<file path="src/lmac_pkg.sv">
// Shared types, codes and float32 helper functions for the linear layer MAC engine.
package lmac_pkg;

  localparam int MAX_INPUTS_DEF  = 64;
  localparam int MAX_OUTPUTS_DEF = 64;

  localparam int CNT_W  = 7;
  localparam int CFG_W  = 7;
  localparam int IDX_W  = 2;
  localparam int POS_W  = 6;
  localparam int WORD_W = 32;

  localparam logic [1:0] OP_WEIGHT = 2'd0;
  localparam logic [1:0] OP_BIAS   = 2'd1;
  localparam logic [1:0] OP_ROW    = 2'd2;

  localparam logic [1:0] ET_F32  = 2'd0;
  localparam logic [1:0] ET_F16  = 2'd1;
  localparam logic [1:0] ET_BF16 = 2'd2;

  localparam logic [IDX_W-1:0] REG_ELEMENT_TYPE  = 2'd0;
  localparam logic [IDX_W-1:0] REG_INPUT_LENGTH  = 2'd1;
  localparam logic [IDX_W-1:0] REG_OUTPUT_LENGTH = 2'd2;
  localparam logic [IDX_W-1:0] REG_BIAS_ENABLE   = 2'd3;

  localparam logic [31:0] F32_QNAN  = 32'h7FC0_0000;
  localparam logic [15:0] F16_QNAN  = 16'h7E00;
  localparam logic [15:0] BF16_QNAN = 16'h7FC0;

  typedef struct packed {
    logic [1:0]        operation;
    logic [POS_W-1:0]  output_position;
    logic [POS_W-1:0]  feature_position;
    logic [WORD_W-1:0] data_word;
  } lmac_req_t;

  typedef struct packed {
    logic [POS_W-1:0]  result_position;
    logic [WORD_W-1:0] result_word;
    logic              row_last;
  } lmac_res_t;

  typedef struct packed {
    logic             mac;
    logic [POS_W-1:0] idx;
  } lmac_tag_t;

  typedef struct packed {
    logic        valid;
    lmac_tag_t   tag;
    logic [31:0] x;
    logic [31:0] w;
    logic [31:0] addend;
  } lmac_fma_in_t;

  typedef struct packed {
    logic        valid;
    lmac_tag_t   tag;
    logic [31:0] result;
  } lmac_fma_out_t;

  function automatic logic [5:0] lzc48(input logic [47:0] v);
    logic [5:0] n;
    logic       found;
    n = 6'd0;
    found = 1'b0;
    for (int i = 47; i >= 0; i--) begin
      if (!found && v[i]) begin
        found = 1'b1;
        n = 6'(47 - i);
      end
    end
    return n;
  endfunction

  // m has its leading one at bit 47; value = m / 2^47 * 2^(e - 127)
  function automatic logic [31:0] fp_pack(input logic s, input logic signed [10:0] e,
                                          input logic [47:0] m);
    logic [47:0] mm;
    logic        lost;
    logic [5:0]  d;
    logic [30:0] base;
    logic        inc;
    mm = m;
    lost = 1'b0;
    d = 6'd0;
    if (e >= 11'sd255) return {s, 8'hFF, 23'd0};
    if (e >= 11'sd1) begin
      base = {e[7:0], m[46:24]};
    end else begin
      if (e < -11'sd46) begin
        mm = 48'd0;
        lost = |m;
      end else begin
        d = 6'(11'sd1 - e);
        mm = m >> d;
        lost = |(m & ~({48{1'b1}} << d));
      end
      base = {8'd0, mm[46:24]};
    end
    inc = mm[23] & ((|mm[22:0]) | lost | base[0]);
    return {s, base + 31'(inc)};
  endfunction

  function automatic logic [31:0] f16_to_f32(input logic [15:0] h);
    logic [4:0] ex;
    logic [9:0] man;
    logic [3:0] p;
    logic [9:0] mn;
    logic [7:0] e;
    ex = h[14:10];
    man = h[9:0];
    p = 4'd0;
    for (int i = 0; i < 10; i++) begin
      if (man[i]) p = 4'(i);
    end
    if (ex == 5'd0) begin
      if (man == 10'd0) return {h[15], 31'd0};
      mn = man << (4'd10 - p);
      e = 8'd103 + 8'(p);
      return {h[15], e, mn, 13'd0};
    end
    if (ex == 5'h1F) return {h[15], 8'hFF, man, 13'd0};
    return {h[15], 8'(ex) + 8'd112, man, 13'd0};
  endfunction

  function automatic logic [15:0] f32_to_f16(input logic [31:0] b);
    logic              s;
    logic [7:0]        ex;
    logic [22:0]       man;
    logic signed [9:0] e;
    logic [23:0]       m;
    logic [4:0]        sh;
    logic [23:0]       r;
    logic [23:0]       rem;
    logic [23:0]       half;
    logic [14:0]       rn;
    logic [12:0]       rm;
    s = b[31];
    ex = b[30:23];
    man = b[22:0];
    e = $signed({2'b00, ex}) - 10'sd112;
    if (ex == 8'hFF) return (man != 23'd0) ? F16_QNAN : {s, 15'h7C00};
    if (e >= 10'sd31) return {s, 15'h7C00};
    if (e <= 10'sd0) begin
      if (e < -10'sd10) return {s, 15'd0};
      m = {1'b1, man};
      sh = 5'(10'sd14 - e);
      r = m >> sh;
      rem = m & ((24'd1 << sh) - 24'd1);
      half = 24'd1 << (sh - 5'd1);
      if (rem > half || (rem == half && r[0])) r = r + 24'd1;
      return {s, r[14:0]};
    end
    rn = {e[4:0], man[22:13]};
    rm = man[12:0];
    if (rm > 13'h1000 || (rm == 13'h1000 && rn[0])) rn = rn + 15'd1;
    return {s, rn};
  endfunction

  function automatic logic [31:0] decode_element(input logic [1:0] et, input logic [31:0] raw);
    case (et)
      ET_F16:  return f16_to_f32(raw[15:0]);
      ET_BF16: return {raw[15:0], 16'd0};
      default: return raw;
    endcase
  endfunction

  function automatic logic [31:0] encode_result(input logic [1:0] et, input logic [31:0] b);
    logic        nan;
    logic [32:0] t;
    nan = (b[30:23] == 8'hFF) && (b[22:0] != 23'd0);
    t = {1'b0, b} + 33'h7FFF + {32'd0, b[16]};
    case (et)
      ET_F16:  return {16'd0, f32_to_f16(b)};
      ET_BF16: return nan ? {16'd0, BF16_QNAN} : {16'd0, t[31:16]};
      default: return nan ? F32_QNAN : b;
    endcase
  endfunction

endpackage

</file>
<file path="src/lmac_fma.sv">
// Pipelined float32 multiply then add (product rounded before the add), one op per cycle.
module lmac_fma (
  input  logic                   clk,
  input  logic                   rst,
  input  lmac_pkg::lmac_fma_in_t req,
  output lmac_pkg::lmac_fma_out_t rsp,
  output logic                   busy
);

  localparam int NS = 6;

  logic [NS-1:0]       vld;
  lmac_pkg::lmac_tag_t tag_q [NS];
  logic [31:0]         add_q [NS];

  // multiply front
  logic [7:0]  fx_e, fw_e;
  logic [22:0] fx_f, fw_f;
  logic        fx_nan, fx_inf, fx_zero, fw_nan, fw_inf, fw_zero;
  logic        mul_sign, mul_spec;
  logic [31:0] mul_sval;
  logic [47:0] mul_prod;
  logic [8:0]  mul_esum;

  logic        m1_sign, m1_spec;
  logic [31:0] m1_sval;
  logic [47:0] m1_prod;
  logic [8:0]  m1_esum;

  logic        m2_sign, m2_spec;
  logic [31:0] m2_sval;
  logic [47:0] m2_prod;
  logic [8:0]  m2_esum;
  logic [5:0]  m2_lz;

  logic signed [10:0] m3_e;
  logic [31:0]        m3_val;
  logic [31:0]        m3_p;

  // add
  logic [31:0] al_a, al_b, al_big, al_sml;
  logic        aa_nan, aa_inf, aa_zero, ab_nan, ab_inf, ab_zero;
  logic        al_spec;
  logic [31:0] al_sval;
  logic [7:0]  al_be, al_se, al_d;
  logic [4:0]  al_dc;
  logic [53:0] al_shv;
  logic [26:0] al_bigm, al_smlm;

  logic        a1_spec, a1_sign, a1_sub;
  logic [31:0] a1_sval;
  logic [7:0]  a1_exp;
  logic [26:0] a1_big, a1_sml;

  logic        a2_spec, a2_sign;
  logic [31:0] a2_sval;
  logic [7:0]  a2_exp;
  logic [27:0] a2_sum;

  logic        a3_spec, a3_sign;
  logic [31:0] a3_sval;
  logic [7:0]  a3_exp;
  logic [27:0] a3_sum;
  logic [5:0]  a3_lz;

  logic signed [10:0] fin_e;
  logic [31:0]        fin_val;

  logic                out_valid;
  lmac_pkg::lmac_tag_t out_tag;
  logic [31:0]         out_result;

  always_comb begin
    fx_e = req.x[30:23];
    fx_f = req.x[22:0];
    fw_e = req.w[30:23];
    fw_f = req.w[22:0];
    fx_nan = (fx_e == 8'hFF) && (fx_f != 23'd0);
    fx_inf = (fx_e == 8'hFF) && (fx_f == 23'd0);
    fx_zero = (req.x[30:0] == 31'd0);
    fw_nan = (fw_e == 8'hFF) && (fw_f != 23'd0);
    fw_inf = (fw_e == 8'hFF) && (fw_f == 23'd0);
    fw_zero = (req.w[30:0] == 31'd0);
    mul_sign = req.x[31] ^ req.w[31];
    mul_prod = {24'd0, |fx_e, fx_f} * {24'd0, |fw_e, fw_f};
    mul_esum = 9'((fx_e == 8'd0) ? 8'd1 : fx_e) + 9'((fw_e == 8'd0) ? 8'd1 : fw_e);
    mul_spec = 1'b1;
    if (fx_nan || fw_nan || (fx_inf && fw_zero) || (fx_zero && fw_inf)) begin
      mul_sval = lmac_pkg::F32_QNAN;
    end else if (fx_inf || fw_inf) begin
      mul_sval = {mul_sign, 8'hFF, 23'd0};
    end else if (fx_zero || fw_zero) begin
      mul_sval = {mul_sign, 31'd0};
    end else begin
      mul_spec = 1'b0;
      mul_sval = 32'd0;
    end
  end

  always_comb begin
    m3_e = $signed({2'b00, m2_esum}) - 11'sd126 - $signed({5'b00000, m2_lz});
    m3_val = m2_spec ? m2_sval : lmac_pkg::fp_pack(m2_sign, m3_e, m2_prod << m2_lz);
  end

  always_comb begin
    al_a = add_q[2];
    al_b = m3_p;
    aa_nan = (al_a[30:23] == 8'hFF) && (al_a[22:0] != 23'd0);
    aa_inf = (al_a[30:23] == 8'hFF) && (al_a[22:0] == 23'd0);
    aa_zero = (al_a[30:0] == 31'd0);
    ab_nan = (al_b[30:23] == 8'hFF) && (al_b[22:0] != 23'd0);
    ab_inf = (al_b[30:23] == 8'hFF) && (al_b[22:0] == 23'd0);
    ab_zero = (al_b[30:0] == 31'd0);
    al_spec = 1'b1;
    if (aa_nan || ab_nan || (aa_inf && ab_inf && (al_a[31] != al_b[31]))) begin
      al_sval = lmac_pkg::F32_QNAN;
    end else if (aa_inf) begin
      al_sval = al_a;
    end else if (ab_inf) begin
      al_sval = al_b;
    end else if (aa_zero && ab_zero) begin
      al_sval = {al_a[31] & al_b[31], 31'd0};
    end else begin
      al_spec = 1'b0;
      al_sval = 32'd0;
    end
    if (al_b[30:0] > al_a[30:0]) begin
      al_big = al_b;
      al_sml = al_a;
    end else begin
      al_big = al_a;
      al_sml = al_b;
    end
    al_be = (al_big[30:23] == 8'd0) ? 8'd1 : al_big[30:23];
    al_se = (al_sml[30:23] == 8'd0) ? 8'd1 : al_sml[30:23];
    al_d = al_be - al_se;
    al_dc = (al_d > 8'd27) ? 5'd27 : al_d[4:0];
    al_shv = {|al_sml[30:23], al_sml[22:0], 3'b000, 27'd0} >> al_dc;
    al_smlm = al_shv[53:27] | {26'd0, |al_shv[26:0]};
    al_bigm = {|al_big[30:23], al_big[22:0], 3'b000};
  end

  always_comb begin
    fin_e = 11'sd1 + $signed({3'b000, a3_exp}) - $signed({5'b00000, a3_lz});
    if (a3_spec) begin
      fin_val = a3_sval;
    end else if (a3_sum == 28'd0) begin
      fin_val = 32'd0;
    end else begin
      fin_val = lmac_pkg::fp_pack(a3_sign, fin_e, {a3_sum, 20'd0} << a3_lz);
    end
  end

  always_ff @(posedge clk) begin
    if (rst) begin
      vld <= '0;
      out_valid <= 1'b0;
    end else begin
      vld <= {vld[NS-2:0], req.valid};
      out_valid <= vld[NS-1];
    end
  end

  always_ff @(posedge clk) begin
    tag_q[0] <= req.tag;
    add_q[0] <= req.addend;
    for (int i = 1; i < NS; i++) begin
      tag_q[i] <= tag_q[i-1];
      add_q[i] <= add_q[i-1];
    end

    m1_sign <= mul_sign;
    m1_spec <= mul_spec;
    m1_sval <= mul_sval;
    m1_prod <= mul_prod;
    m1_esum <= mul_esum;

    m2_sign <= m1_sign;
    m2_spec <= m1_spec;
    m2_sval <= m1_sval;
    m2_prod <= m1_prod;
    m2_esum <= m1_esum;
    m2_lz <= lmac_pkg::lzc48(m1_prod);

    m3_p <= m3_val;

    a1_spec <= al_spec;
    a1_sval <= al_sval;
    a1_sign <= al_big[31];
    a1_sub <= al_big[31] ^ al_sml[31];
    a1_exp <= al_be;
    a1_big <= al_bigm;
    a1_sml <= al_smlm;

    a2_spec <= a1_spec;
    a2_sval <= a1_sval;
    a2_sign <= a1_sign;
    a2_exp <= a1_exp;
    a2_sum <= a1_sub ? ({1'b0, a1_big} - {1'b0, a1_sml}) : ({1'b0, a1_big} + {1'b0, a1_sml});

    a3_spec <= a2_spec;
    a3_sval <= a2_sval;
    a3_sign <= a2_sign;
    a3_exp <= a2_exp;
    a3_sum <= a2_sum;
    a3_lz <= lmac_pkg::lzc48({a2_sum, 20'd0});

    out_tag <= tag_q[NS-1];
    out_result <= tag_q[NS-1].mac ? fin_val : add_q[NS-1];
  end

  assign rsp = '{valid: out_valid, tag: out_tag, result: out_result};
  assign busy = (|vld) | out_valid;

endmodule

</file>
<file path="config.mk">
export PLATFORM = sky130hd
export DESIGN_NAME = lmac_fma
export DESIGN_NICKNAME = d
export VERILOG_FILES = /design/src/lmac_pkg.sv /design/src/lmac_fma.sv
export SDC_FILE = /design/constraint.sdc
export NUM_CORES = 2
export LEC_CHECK = 0
export ABC_AREA = 0
export BUFFER_PORTS_ARGS = -buffer_cell sky130_fd_sc_hd__buf_2
export CAP_MARGIN = 20
export CELL_PAD_IN_SITES_DETAIL_PLACEMENT = 1
export CELL_PAD_IN_SITES_GLOBAL_PLACEMENT = 1
export CORE_MARGIN = 3
export CORE_UTILIZATION = 46
export CTS_BUF_LIST = sky130_fd_sc_hd__clkbuf_2
export DETAILED_ROUTE_END_ITERATION = 12
export PLACE_DENSITY_LB_ADDON = 0.1
export SETUP_SLACK_MARGIN = 0.1
export SYNTH_ARGS = -nofsm -noshare
export SYNTH_HDL_FRONTEND = slang
export SYNTH_SLANG_ARGS = --single-unit
</file>
<file path="constraint.sdc">
create_clock -name clk -period 7.6 [get_ports clk]
set_input_delay 1.14 -clock clk [delete_from_list [all_inputs] [get_ports clk]]
set_output_delay 1.14 -clock clk [all_outputs]
set_load 0.005 [all_outputs]
</file>
==> flow_summary.yaml <==
run_status:
  status: "finished, final reports clean"
logic_synthesis:
  synth_cells: 6208
  synth.top_cells.by_area: "dfxtp_1, fa_1, ha_1"
  post_synth_instance_area_um2: 55600
  synth.avg_cell_area_um2: 8.96
  synth.largest_area_cell: "dfxtp_1"
  yosysWarningCount: 0
  synth-edff-count: 0
  async_reset_ff_share_pct: 0
  postSynthRegisterBits: 681
  synth_top_area_share_pct: 24.5
  synth_seq_area_share_pct: 24.5
  synth_top_flop_cell: "dfxtp_1"
  synthDistinctLibCells: 113
route:
  route.detailed.vias_per_inst: 6.00
  drt_first_iter_violations: 4658
  detail_route.wl_per_cell_um: 25.8
  ant_nets: 0
  postRouteWirelength_mm: 221
  drt_first_pass_iters: 8
  vias: 51300
  remaining_drc_errors: 0
timing:
  hold_viol: 0
  drv_slew: 0
  fin_crit_sh_pct: 95.7
  timing.clock.skew_ns: 0.139
  worstMarginPinSlew_ns: 1.27
  hold_slack_ns: 0.245
  normalized_max_slew_margin_pct: 15.0
  achievable-frequency_mhz: 138
  min_period_ns: 7.27
  setup_total_negative_slack_ns: 0
  timing.final.setup_violations: 0
critical_path:
  launching_element_of_the_worst_setup_path: "al_b[1]"
  worstSetupEndpointType: "flip-flop"
  crit_path_start_kind: "flip-flop"
  crit_arrival_ns: 8.42
  ff2ff_setup_slack_ns: 0.33
  critPathCapture: "a1_sml[0]"
  worstPathMaxFanout: 8
  timing.critical_path.slowest_cell_delay_ns: 0.48
  critical_path_required_ns: 8.75
  cpMaxStageDelayCell: "mux4_2"
  regToRegStartpoint: "al_b[1]"
  worst_path_most_repeated_cell: "buf_4"
  crit-reg2reg-capture: "a1_sml[0]"
  critPathKind: "reg2reg"
  worst-r2r-cell-count: 35
clock_tree:
  ctsLongestPathBuffers: 3
  insertion_delay_ns: 1.37
  h_tree_depth: 4
  clock_sink_count: 681
  clock_tree.root_cell: "clkbuf_2"
  clk_transition_reported_paths_ns: 0.10
  cts_inserted_buffers: 168
  tritoncts: "yes"
placed_design:
  gp_routability_congestion: 1.00
  port_buffers: 146
  hpwl_after_detailed_placement_mm: 176
  place_inst: 8176
global_routing:
  grt_max_degree: 70
  antenna_violations_before_repair: 17
  grt_pass1_vias: 54600
  global_route_wire_length_before_repair_mm: 335
  grt.total_usage_pct: 34.6
  global_route.overflow_total: 0
final_layout:
  nNetsFinal: 7695
  ratio_of_cells_with_drive_above_1_in_the_final_layout_pct: 19.3
  area.growth.synth_to_final_pct: 15.1
  finalNonFillerCells: 8548
  mostFrequentLayoutCells: "nand2_1, dfxtp_1, inv_1, buf_4, fa_1"
  layout_commonest_cell: "nand2_1"
floorplan:
  core_area_um2: 119000
  die-width_um: 354
  floorplan.initialDensity_pct: 46.7
  floorplan.die_area_um2: 125000
  chipHeight_um: 354
  placement_rows: 126
  floorplan.io_pins: 147
min_path:
  worst_hold_path_type: "in2reg"
  hold_path_startpoint: "req[95]"
flow_run:
  cap_viol_max_count: 0
-- cells in the mapped netlist (all sizes together) (42+ instances only) --
cell	n
dfxtp	681
inv	654
nand4	54
o21ai	211
nor2	387
nand2	723
nor2b	42
a21o	44
mux2i	193
a31oi	52
and2	236
xnor2	101
a211oi	62
mux4	103
nor3	135
nor4	87
o211ai	49
nand3	134
mux2	83
ha	299
buf	56
clkbuf	294
a22oi	90
xor2	48
a21oi	228
fa	487
-- state kept, by name, summed over array words and instances, names as in the netlist, 7 cells and up --
name        count
add_q         192
m1_prod        48
m2_prod        48
tag_q          42
a1_sval        32
a2_sval        32
a3_sval        32
al_b           32
out_result     32
a2_sum         28
a3_sum         28
a1_sml         27
a1_big         24
m1_esum         9
m2_esum         9
a1_exp          8
a2_exp          8
a3_exp          8
rsp             7
-- how the worst min path moves through the flow --
stage                  end  cells after the start
2_1_floorplan    a2_exp[0]                      0
3_3_place_gp   tag_q[2][1]                      0
3_5_place_dp   add_q[2][8]                      0
4_1_cts            m1_sign                      2
5_1_grt            m1_sign                      2
6_report           m1_sign                      2
-- critical path, delay by kind of cell, from the launching register on --
kind	cells	cell delay, ns
buf+inv	6	0.76
fa+ha+maj	3	0.70
simple gates	12	2.28
compound gates	12	2.35
flops	1	0.38
mux	2	0.64
-- layer usage --
layer | up-vias | GRT usage [%] | share of wire (%)
met5 | - | 0 | 0.021
met4 | 6 | 17.2 | 5.3
met3 | 548 | 5.01 | 6.1
met2 | 2033 | 59.0 | 49
met1 | 25900 | 42.8 | 40
li1 | 22800 | - | -
-- cell type report --
type / instances / area, µm²
diodes: 11 / 27.5
clock buffers: 244 / 1220
clock inverters: 60 / 487
fillers: 14100 / 55000
inverters: 658 / 2470
multi-input cells: 4542 / 38600
flip-flops and latches: 681 / 13700
well taps: 1600 / 2000
repair buffers: 752 / 5570
-- metrics by stage --
step	worst slack (ns)	util [%]	area, µm²
3_3_place_gp	-0.643	51.7	61500
6_report	0.327	53.8	64100
4_1_cts	0.114	53.5	63700
5_1_grt	-0.0309	53.8	64000
2_1_floorplan	0.0690	-	56100
3_5_place_dp	-0.870	51.7	61500
-- timing repair --
item / 4_1_cts / 5_1_grt
pin swaps: 3 / 22
gates resized for setup: 6 / 67
buffers inserted: 2 / 11
hold buffers: 42 / 0
endpoints found under the setup margin: 1 / 5
gates cloned: 0 / 2
endpoints found under the hold margin: 46 / 0
-- cell families after synthesis --
group	count (synthesis)	synth area share, %
fa+ha+maj	788	24.3
compound gates	1194	15.0
xor+xnor	151	2.43
simple gates	2006	17.5
other cells	1	0.00674
flops	681	24.5
buf+inv	1008	6.99
mux	379	9.32
Power is left out: the tool's default activity adds up to more than one toggle a clock period on the data nets, which glitch-free logic cannot reach.
